### config.mk
export PLATFORM = sky130hd
export DESIGN_NAME = dual_led_strand_frame_serializer
export DESIGN_NICKNAME = d
export VERILOG_FILES = /design/src/rtl/dlsfs_pkg.sv /design/src/rtl/dlsfs_front.sv /design/src/rtl/dlsfs_queue.sv /design/src/rtl/dlsfs_back.sv /design/src/rtl/dual_led_strand_frame_serializer.sv
export SDC_FILE = /design/constraint.sdc
export NUM_CORES = 1
export LEC_CHECK = 0
export BUFFER_PORTS_ARGS = -buffer_cell sky130_fd_sc_hd__buf_4
export CAP_MARGIN = 20
export CORE_ASPECT_RATIO = 1.75
export CORE_UTILIZATION = 50
export DETAILED_ROUTE_END_ITERATION = 12
export HOLD_SLACK_MARGIN = 0.03
export PLACE_DENSITY = 0.76
export SKIP_CTS_REPAIR_TIMING = 1
export SLEW_MARGIN = 20
export SYNTH_ARGS = -nofsm -noshare
export SYNTH_HDL_FRONTEND = slang
export SYNTH_HIERARCHICAL = 1
export SYNTH_SLANG_ARGS = --single-unit
### constraint.sdc
create_clock -name clock -period 3.6 [get_ports clock]
set_input_delay 0.18 -clock clock [delete_from_list [all_inputs] [get_ports clock]]
set_output_delay 0.18 -clock clock [all_outputs]
set_load 0.05 [all_outputs]
### src/rtl/dlsfs_pkg.sv
// Shared types, constants and helpers for the dual LED strand frame serializer.
package dlsfs_pkg;

   localparam int WordBits    = 32;
   localparam int CountWidth  = $clog2(WordBits);
   localparam int HeaderBits  = 3;
   localparam int BrightBits  = 5;
   localparam int ColorBits   = 24;
   localparam int QueueDepth  = 2;

   localparam logic [BrightBits-1:0] BrightnessReset = 5'd16;
   localparam logic                  LsbFirstReset   = 1'b1;

   // Register indexes on the csr channel.
   localparam int CsrIndexWidth = 1;
   localparam logic [CsrIndexWidth-1:0] CSR_BRIGHTNESS = 1'd0;
   localparam logic [CsrIndexWidth-1:0] CSR_LSB_FIRST  = 1'd1;
   localparam int CsrDataWidth = BrightBits;

   typedef enum logic [1:0] {
      OP_START = 2'd0,
      OP_PIXEL = 2'd1,
      OP_END   = 2'd2
   } op_type;

   typedef struct packed {
      logic [1:0]           operation;
      logic [ColorBits-1:0] color_a;
      logic [ColorBits-1:0] color_b;
   } req_type;

   typedef struct packed {
      logic bit_a;
      logic bit_b;
      logic word_end;
   } rsp_type;

   // Bit k of each word is the level sent on the k-th pulse.
   typedef struct packed {
      logic [WordBits-1:0] word_a;
      logic [WordBits-1:0] word_b;
   } frame_type;

   function automatic logic [BrightBits-1:0] rev_bright(input logic [BrightBits-1:0] v);
      logic [BrightBits-1:0] r;
      for (int i = 0; i < BrightBits; i++) begin
         r[i] = v[BrightBits-1-i];
      end
      return r;
   endfunction

   function automatic logic [ColorBits-1:0] rev_color(input logic [ColorBits-1:0] v);
      logic [ColorBits-1:0] r;
      for (int i = 0; i < ColorBits; i++) begin
         r[i] = v[ColorBits-1-i];
      end
      return r;
   endfunction

endpackage

### src/rtl/dlsfs_front.sv
// Front end: control registers, item classification and word assembly.
module dlsfs_front
   import dlsfs_pkg::*;
(
   input  logic                     clock,
   input  logic                     reset,
   input  logic                     start,
   input  logic                     q_full,
   input  req_type                  req_data,
   input  logic                     csr_valid,
   input  logic [CsrIndexWidth-1:0] csr_index,
   input  logic [CsrDataWidth-1:0]  csr_data,
   output logic                     csr_ready,
   output logic                     push,
   output frame_type                push_data
);

   logic [BrightBits-1:0] brightness_ff, brightness_in;
   logic                  lsb_first_ff, lsb_first_in;
   logic                  accept;
   logic [BrightBits-1:0] bright_seq;
   logic [ColorBits-1:0]  color_a_seq, color_b_seq;

   assign csr_ready = 1'b1;
   assign accept    = start && !q_full;

   always_comb begin
      brightness_in = brightness_ff;
      lsb_first_in  = lsb_first_ff;
      if (csr_valid) begin
         unique case (csr_index)
            CSR_BRIGHTNESS: brightness_in = csr_data;
            CSR_LSB_FIRST:  lsb_first_in  = csr_data[0];
            default:        ;
         endcase
      end
   end

   always_ff @(posedge clock) begin
      if (reset) begin
         brightness_ff <= BrightnessReset;
         lsb_first_ff  <= LsbFirstReset;
      end else begin
         brightness_ff <= brightness_in;
         lsb_first_ff  <= lsb_first_in;
      end
   end

   // Put fields in send order: bit 0 goes out first.
   assign bright_seq  = lsb_first_ff ? brightness_ff    : rev_bright(brightness_ff);
   assign color_a_seq = lsb_first_ff ? req_data.color_a : rev_color(req_data.color_a);
   assign color_b_seq = lsb_first_ff ? req_data.color_b : rev_color(req_data.color_b);

   always_comb begin
      push      = 1'b0;
      push_data = '0;
      unique case (req_data.operation)
         OP_START: begin
            push = accept;
         end
         OP_PIXEL: begin
            push             = accept;
            push_data.word_a = {color_a_seq, bright_seq, {HeaderBits{1'b1}}};
            push_data.word_b = {color_b_seq, bright_seq, {HeaderBits{1'b1}}};
         end
         OP_END: begin
            push      = accept;
            push_data = '1;
         end
         default: begin
            // unused code: drop the item
            push = 1'b0;
         end
      endcase
   end

endmodule

### src/rtl/dlsfs_queue.sv
// Short register queue between the front end and the serializer.
module dlsfs_queue
   import dlsfs_pkg::*;
#(
   parameter int Depth = QueueDepth
) (
   input  logic      clock,
   input  logic      reset,
   input  logic      push,
   input  frame_type push_data,
   input  logic      pop,
   output frame_type pop_data,
   output logic      full,
   output logic      empty
);

   localparam int PtrWidth = (Depth > 1) ? $clog2(Depth) : 1;
   localparam int CntWidth = $clog2(Depth + 1);
   localparam logic [PtrWidth-1:0] LastPtr = PtrWidth'(Depth - 1);
   localparam logic [CntWidth-1:0] FullCnt = CntWidth'(Depth);

   frame_type             slot_ff [Depth];
   logic [PtrWidth-1:0]   wr_ptr_ff, wr_ptr_in;
   logic [PtrWidth-1:0]   rd_ptr_ff, rd_ptr_in;
   logic [CntWidth-1:0]   count_ff, count_in;
   logic                  do_push, do_pop;

   assign full     = (count_ff == FullCnt);
   assign empty    = (count_ff == '0);
   assign do_push  = push && !full;
   assign do_pop   = pop && !empty;
   assign pop_data = slot_ff[rd_ptr_ff];

   always_comb begin
      wr_ptr_in = wr_ptr_ff;
      rd_ptr_in = rd_ptr_ff;
      count_in  = count_ff;
      if (do_push) begin
         wr_ptr_in = (wr_ptr_ff == LastPtr) ? '0 : wr_ptr_ff + 1'b1;
      end
      if (do_pop) begin
         rd_ptr_in = (rd_ptr_ff == LastPtr) ? '0 : rd_ptr_ff + 1'b1;
      end
      if (do_push && !do_pop) begin
         count_in = count_ff + 1'b1;
      end else if (do_pop && !do_push) begin
         count_in = count_ff - 1'b1;
      end
   end

   always_ff @(posedge clock) begin
      if (reset) begin
         wr_ptr_ff <= '0;
         rd_ptr_ff <= '0;
         count_ff  <= '0;
      end else begin
         wr_ptr_ff <= wr_ptr_in;
         rd_ptr_ff <= rd_ptr_in;
         count_ff  <= count_in;
      end
   end

   always_ff @(posedge clock) begin
      if (do_push) begin
         slot_ff[wr_ptr_ff] <= push_data;
      end
   end

endmodule

### src/rtl/dlsfs_back.sv
// Back end: shifts each queued word out one bit per strand per cycle.
module dlsfs_back
   import dlsfs_pkg::*;
(
   input  logic      clock,
   input  logic      reset,
   input  logic      q_empty,
   input  frame_type q_data,
   output logic      pop,
   output logic      rsp_strobe,
   output rsp_type   rsp_data
);

   localparam logic [CountWidth-1:0] LastBit = CountWidth'(WordBits - 1);

   logic                  active_ff, active_in;
   logic [CountWidth-1:0] count_ff, count_in;
   logic [WordBits-1:0]   sa_ff, sa_in;
   logic [WordBits-1:0]   sb_ff, sb_in;
   logic                  last;

   assign last = active_ff && (count_ff == LastBit);
   // Load the next word on the last bit so words run without a gap.
   assign pop  = !q_empty && (!active_ff || last);

   always_comb begin
      active_in = active_ff;
      count_in  = count_ff;
      sa_in     = sa_ff;
      sb_in     = sb_ff;
      if (pop) begin
         active_in = 1'b1;
         count_in  = '0;
         sa_in     = q_data.word_a;
         sb_in     = q_data.word_b;
      end else if (active_ff) begin
         count_in = count_ff + 1'b1;
         sa_in    = {1'b0, sa_ff[WordBits-1:1]};
         sb_in    = {1'b0, sb_ff[WordBits-1:1]};
         if (last) begin
            active_in = 1'b0;
         end
      end
   end

   always_ff @(posedge clock) begin
      if (reset) begin
         active_ff <= 1'b0;
         count_ff  <= '0;
      end else begin
         active_ff <= active_in;
         count_ff  <= count_in;
      end
   end

   always_ff @(posedge clock) begin
      sa_ff <= sa_in;
      sb_ff <= sb_in;
   end

   assign rsp_strobe        = active_ff;
   assign rsp_data.bit_a    = sa_ff[0];
   assign rsp_data.bit_b    = sb_ff[0];
   assign rsp_data.word_end = last;

endmodule

### src/rtl/dual_led_strand_frame_serializer.sv
// Top level of the dual LED strand frame serializer.
//
// Each command word asks for one 32-bit frame word: a start frame (all zero),
// a pixel word (three header ones, 5-bit global brightness, 24-bit color per
// strand) or an end frame (all one). The block sends it as 32 result words,
// one per clock cycle, each carrying the data level for strand A and strand B
// and a word_end flag on the 32nd bit. A command is registered in the queue and
// then loaded into the back-end shift register before its first bit shows up.
// A short queue sits between the front end (control registers, word assembly)
// and the serializer, so the next command is taken while the current word is
// still shifting out, and consecutive words leave with no idle cycle between
// them. busy is high only while the queue is full. The receiver cannot stall:
// each result word is on rsp_data for exactly the cycle that rsp_strobe marks.
// Operation code 3 is dropped and gives no results. Brightness and bit order
// are taken when the command is accepted; write them through the csr port only
// while idle.
module dual_led_strand_frame_serializer
   import dlsfs_pkg::*;
#(
   parameter int QDepth = QueueDepth
) (
   input  logic                     clock,
   input  logic                     reset,
   input  logic                     start,
   output logic                     busy,
   input  req_type                  req_data,
   output logic                     rsp_strobe,
   output rsp_type                  rsp_data,
   input  logic                     csr_valid,
   output logic                     csr_ready,
   input  logic [CsrIndexWidth-1:0] csr_index,
   input  logic [CsrDataWidth-1:0]  csr_data
);

   logic      q_full;
   logic      q_empty;
   logic      push;
   logic      pop;
   frame_type push_data;
   frame_type pop_data;

   // Hold off commands only when there is no room in the queue.
   assign busy = q_full;

   dlsfs_front u_front (
      .clock     (clock),
      .reset     (reset),
      .start     (start),
      .q_full    (q_full),
      .req_data  (req_data),
      .csr_valid (csr_valid),
      .csr_index (csr_index),
      .csr_data  (csr_data),
      .csr_ready (csr_ready),
      .push      (push),
      .push_data (push_data)
   );

   dlsfs_queue #(
      .Depth (QDepth)
   ) u_queue (
      .clock     (clock),
      .reset     (reset),
      .push      (push),
      .push_data (push_data),
      .pop       (pop),
      .pop_data  (pop_data),
      .full      (q_full),
      .empty     (q_empty)
   );

   // Advance through each queued word one bit per cycle.
   dlsfs_back u_back (
      .clock      (clock),
      .reset      (reset),
      .q_empty    (q_empty),
      .q_data     (pop_data),
      .pop        (pop),
      .rsp_strobe (rsp_strobe),
      .rsp_data   (rsp_data)
   );

endmodule

======== After elaboration in Yosys (flattened, before gate mapping) ========
Memories as Yosys holds them, arrays and structs flattened. A register that Yosys moved wholly into a read port is not among the register bits.
Index checks and enable logic that the tools add are counted.
W data, S select, Z words.
storage, ports and cells
  bits in writable memories ............... 128
  output and inout port bits .............. 6
  input bits .............................. 60
  word-level logic and storage cells ...... 61
  bits in registers ....................... 80
  memories kept ........................... 1
cells by class
  equality and inequality tests ........... 4
  bitwise operators ....................... 1
  multiplexer cells ....................... 20
  reduce and logical (&&, ||, !) cells .... 21
  add/subtract/negate cells ............... 5
memories
  name             depth  bits a word  read ports  clocked after memory_dff  write ports  line               RTL
  u_queue.slot_ff  2      64           1           1                         1            dlsfs_queue.sv:22  frame_type slot_ff [Depth];
operators with widths
  kind                   number
  $mux W32               4
  $pmux W64 S2           1
  $mux W24               2
  $mux W1                10
  $logic_and A1 B1 Y1    7
  $add A5 B1 Y5 const B  1
  $eq A5 B5 Y1 const B   1
  $logic_not A1 Y1       5
  $mux W5                1
  $eq A2 B2 Y1 const B   2
  $logic_not A2 Y1       2
  $mux W2                2
  $reduce_and A2 Y1      2
  $reduce_bool A2 Y1     2
  $reduce_or A3 Y1       1
  $add A1 B1 Y1 const B  2
  $add A2 B1 Y2 const B  1
  $eq A2 B1 Y1 const B   1
  $reduce_or A2 Y1       1
  $sub A2 B1 Y2 const B  1
  $logic_or A1 B1 Y1     1
  $not A1 Y1             1

======== Logic depth before layout (Yosys ltp) ========
  depth after elaboration ................. 9
  mapped depth ............................ 12
  gate-level depth less buffers ........... 10

======== By module ========
The synthesis kept the hierarchy.
by module, submodules not included
  module       cells an instance  seq. area each (um^2)  area an instance (um^2)  instances
  dlsfs_queue  224                3,943.8                4,832.1                  1
  dlsfs_back   166                2,042.0                3,328.2                  1
  dlsfs_front  163                120.1                  1,311.3                  1

======== Worst setup path before layout ========
OpenSTA, ideal clock, no wires.
  kind .................................... register to register
  start ................................... reg u_queue.count_ff[1]
  end ..................................... mem u_queue/slot_ff[1][0] in the netlist's numbering (enable)
  arrival ................................. 2.506 ns
  period minus slack after synthesis ...... 2.935 ns
  data required time ...................... 3.171 ns
  cell stages (with the launch flop) ...... 6
  slack ................................... 0.665 ns
  buffers on the path ..................... 0
  setup time .............................. 0.429 ns
  cells stage by stage .................... dfxtp_1 > nor2b_2 > nor3b_1 > inv_1 > nor2_1 > and2_1
between the ends
  word-level cells in the longest chain between the ends .. 7
RTL lines
  item                           line                                    RTL
  start: declaration             dlsfs_queue.sv:25                       logic [CntWidth-1:0] count_ff, count_in;
  start signal: assignment       dlsfs_queue.sv:59                       count_ff <= count_in;
  $eq A2 B2 Y1                   dlsfs_queue.sv:28                       assign full = (count_ff == FullCnt);
  net busy                       dual_led_strand_frame_serializer.sv:25  output logic busy,
  $logic_not A1 Y1               dlsfs_front.sv:25                       assign accept = start && !q_full;
  $logic_and A1 B1 Y1            dlsfs_front.sv:25
  $mux W1                        dlsfs_front.sv:57                       unique case (req_data.operation)
  net push                       dual_led_strand_frame_serializer.sv:37  logic push;
  $logic_and A1 B1 Y1            dlsfs_queue.sv:30                       assign do_push = push && !full;
  net u_queue.do_push            dlsfs_queue.sv:26                       logic do_push, do_pop;
  $mux W1                        dlsfs_queue.sv:64                       if (do_push) begin
  $mux W1 (implied by the code)  dlsfs_queue.sv:65                       slot_ff[wr_ptr_ff] <= push_data;
  end: declaration               dlsfs_queue.sv:22
The timed path passes the listed nets, and every way through them passes these cells.

======== Final worst setup path ========
  start ................................... reg u_back.count_ff[0]
  end ..................................... reg u_queue.count_ff[1]
between the ends
  word-level cells in the longest chain between the ends .. 8
  elaborated cells between the ends (all ways) .. 10
  those cells by class .................... eq/ne (1); mux (1); reduce/logical (8)
RTL lines
  item                                           line                                    RTL
  start: declaration                             dlsfs_back.sv:17                        logic [CountWidth-1:0] count_ff, count_in;
  start signal: assignment                       dlsfs_back.sv:52                        count_ff <= count_in;
  $eq A5 B5 Y1 *                                 dlsfs_back.sv:22                        assign last = active_ff && (count_ff == LastBit);
  $logic_and A1 B1 Y1 *                          dlsfs_back.sv:22
  $logic_or A1 B1 Y1 *                           dlsfs_back.sv:24                        assign pop = !q_empty && (!active_ff || last);
  $logic_and A1 B1 Y1 *                          dlsfs_back.sv:24
  net pop                                        dual_led_strand_frame_serializer.sv:38  logic pop;
  $logic_and A1 B1 Y1 *                          dlsfs_queue.sv:31                       assign do_pop = pop && !empty;
  $logic_not A1 Y1                               dlsfs_queue.sv:44                       if (do_push && !do_pop) begin
  $logic_and A1 B1 Y1                            dlsfs_queue.sv:44
  $mux W2 or $reduce_bool A2 Y1 (tied branches)  n/a
The timed path passes the listed nets; every way through them passes the cells marked *.
A chain may end at the register's enable or synchronous reset.

==> metrics.txt <==
Root Buffer Master clkbuf_16; Finished Layout Cells 864; crit path max fanout 12; initial drt markers 256; Ys Warns 6; mux cell area share after synthesis 23.6%; Routed WL 16.3 mm; hold depth 4; fmax 0.372 GHz; Mapped Area 9470 um2; CP Buf/Inv Count 0; Placer Congestion 0.730; Area Growth Syn to Fin 13.3%; Worst-path clk slew 70 ps; Inserted Clock Buffers 20; Critical Path AT 3100 ps; Seq/Total Area, Yosys 64.5%; Hold Path Class in2reg; Final Cycle Share 74.7%; Worst path depth 10; layout net count 679; # placed instances 817; Synth Area in Simple Gates 2.07%; RSZ-0062 raised after global routing no; most used cell, CP ha_1; VDD IR max 0.492 mV; EDFF count, synth 192; syn avg cell area 17.1 um2; dpl hpwl 9.78 mm; I/O Buffers 64; Yosys top cell by area edfxtp_1; chip width 106 um; DRT Pass-1 Iters 4; clock skew 6.75 ps; Fillers 1372; top cell type's share of synthesized area 60.9%; total grt overflow 0; Synth Instances 553; critical path's slowest cell nor2b_4; share of cells above drive strength 1 38.7%; clock sinks 209; Worst-Margin Slew 1080 ps; Critical Path End Type flop; Synth Area in XOR/XNOR 0.555%; CTS tree done; Max Cap Viol 0; H-tree depth 1; slowest cell delay on critical path 450 ps; clock buffer depth 3; initial core utilization 51.0%; Setup TNS Final 0 ps; synth unique cells 35; crit path launch type flop; Max Slew Vio Count 0; final instance area 10700 um2; DIE AREA 19500 um2; vias per inst 5.44; core area 18600 um2; clk_lat worst skew 490 ps; final hold violation count 0; Cell Pwr Density 798 nW/um2; outcome completed; Worst Path Required 4020 ps; WL per Instance 18.9 um; syn nets 619; GRT Resource Usage Total 17.2%; hold_ws 83.6 ps; crit path cell chain ha_1, and3_1, ha_1, nand2b_4, nor2b_4, o21ai_0, ha_1, xor2_1, or3_1, a21oi_1; r2r worst-path depth 10; leading post-synthesis cells by cell area edfxtp_1 61%, mux2_4 9.8%, mux2_2 7.6%, mux2i_1 6.1%, dfxtp_1 3.6%; die height 184 um; Adder-Cell Fraction of Synth Area 0.793%; Slew headroom 27.6%; Worst Setup Path Type reg2reg; Synth Area in Compound Gates 3.39%; Setup Viol. Count Final 0; antenna-violating nets left 0; Setup WS pre-CTS 912 ps; largest net degree at the start of global routing 65; ys flop type edfxtp_1; synthesized flop and latch total 209; Final min period 2690 ps; I/O pin cnt 66; DP Area 9900 um2; Top Family by Delay on Critical Path simple AND/OR/NAND/NOR gates; Design Power 8.56 mW; # DRC 0; FP Rows 66; first-pass GRT wire length 25.6 mm; n_diodes 0; Leak 4.21 nW; fraction of registers with async set or reset after synthesis 0%; fin util 57.7%; initial antenna violation count 0; largest family of logic cells by synthesized area multiplexers; final worst slack 912 ps; count leader, synth edfxtp_1; vias in the first global route 4905; Post-synth top cells 192 x edfxtp_1, 64 x mux2_2, 62 x mux2_4, 58 x mux2i_1, 50 x o21ai_1; vias 4703
## layout make-up
| type | count | area, um2 | area share (%) |
|---|---|---|---|
| Clock buffer | 22 | 529 | 4.93 |
| Clock inverter | 13 | 174 | 1.62 |
| Inverter | 5 | 18.8 | 0.175 |
| Multi-Input combinational cell | 292 | 2890 | 27.0 |
| Sequential cell | 209 | 6110 | 57.0 |
| Tap cell | 238 | 298 | 2.78 |
| Timing Repair Buffer | 85 | 706 | 6.58 |
## flip-flops by register name, indices dropped and copies added, names as in the netlist, named ones only
name / cells
u_back/sb_ff: 32
u_queue/wr_ptr_ff: 1
u_queue/rd_ptr_ff: 1
u_back/sa_ff: 32
u_back/rsp_strobe: 1
u_queue/slot_ff: 128
u_queue/count_ff: 2
u_back/count_ff: 5
u_front/lsb_first_ff: 1
u_front/brightness_ff: 5
## report_power, final
part           total (mW)  switching, mW  internal, mW
registers            3.92          0.295          3.63
logic                2.41           1.09          1.32
clock network        2.23          0.874          1.35
total                8.56           2.26          6.30
## worst min-delay path, cell delays in order
cell     delay (ps)
buf_4           110
nor2b_4          60
nor2b_2         100
a211o_1         100
## layout by cell type (no fill, tap or decap), types with 2 or more instances in the layout
cell           synthesis  layout
and2_1                 4       3
clkinvlp_4             0       2
buf_4                 20      70
nand2_1                3       2
dfxtp_1               17      15
clkbuf_16              0      21
clkinv_2               0       2
o21ai_0                5       5
xor2_1                 5       5
inv_2                  1       2
mux2i_1               58      58
bufinv_16              0       4
o21ai_1               50      50
buf_12                 7       3
or3_1                  2       2
nor3_1                 5       5
inv_1                  4       3
clkinv_1               0       3
nor2b_2                2       2
nor2b_4                2       2
nor2_1                10      10
mux2_2                64      64
a21oi_1                4       4
mux2_4                62      62
dlygate4sd3_1          0      12
ha_1                   6       6
edfxtp_1             192     192
## cell families (layout without fill, tap and decap cells)
logic type	after synthesis	in the layout
adders and majority gates	6	6
other	1	1
buffers and inverters	52	125
xor gates and xnor gates	6	6
AOI/OAI and AO/OA	62	62
and+or+nand+nor	33	33
DFF	209	209
muxes	184	184
## routing by layer
metal	track usage, %	part of all wire (%)	vias to the layer above
li1	-	-	2213
met1	18.6	38	2383
met2	33.0	56	87
met3	2.41	3.3	20
met4	7.00	2.7	0
met5	0	0	-
## worst paths after layout
kind,startpoint,end,slack [ps]
setup / recovery,u_back/count_ff[0],u_queue/count_ff[1],910
setup reg to reg,u_back/count_ff[0],u_queue/count_ff[1],910
hold reg to reg,u_queue/rd_ptr_ff,u_queue/rd_ptr_ff,530
hold / removal,csr_index,u_front/brightness_ff[4],80
(Power assumes the default switching activity.)
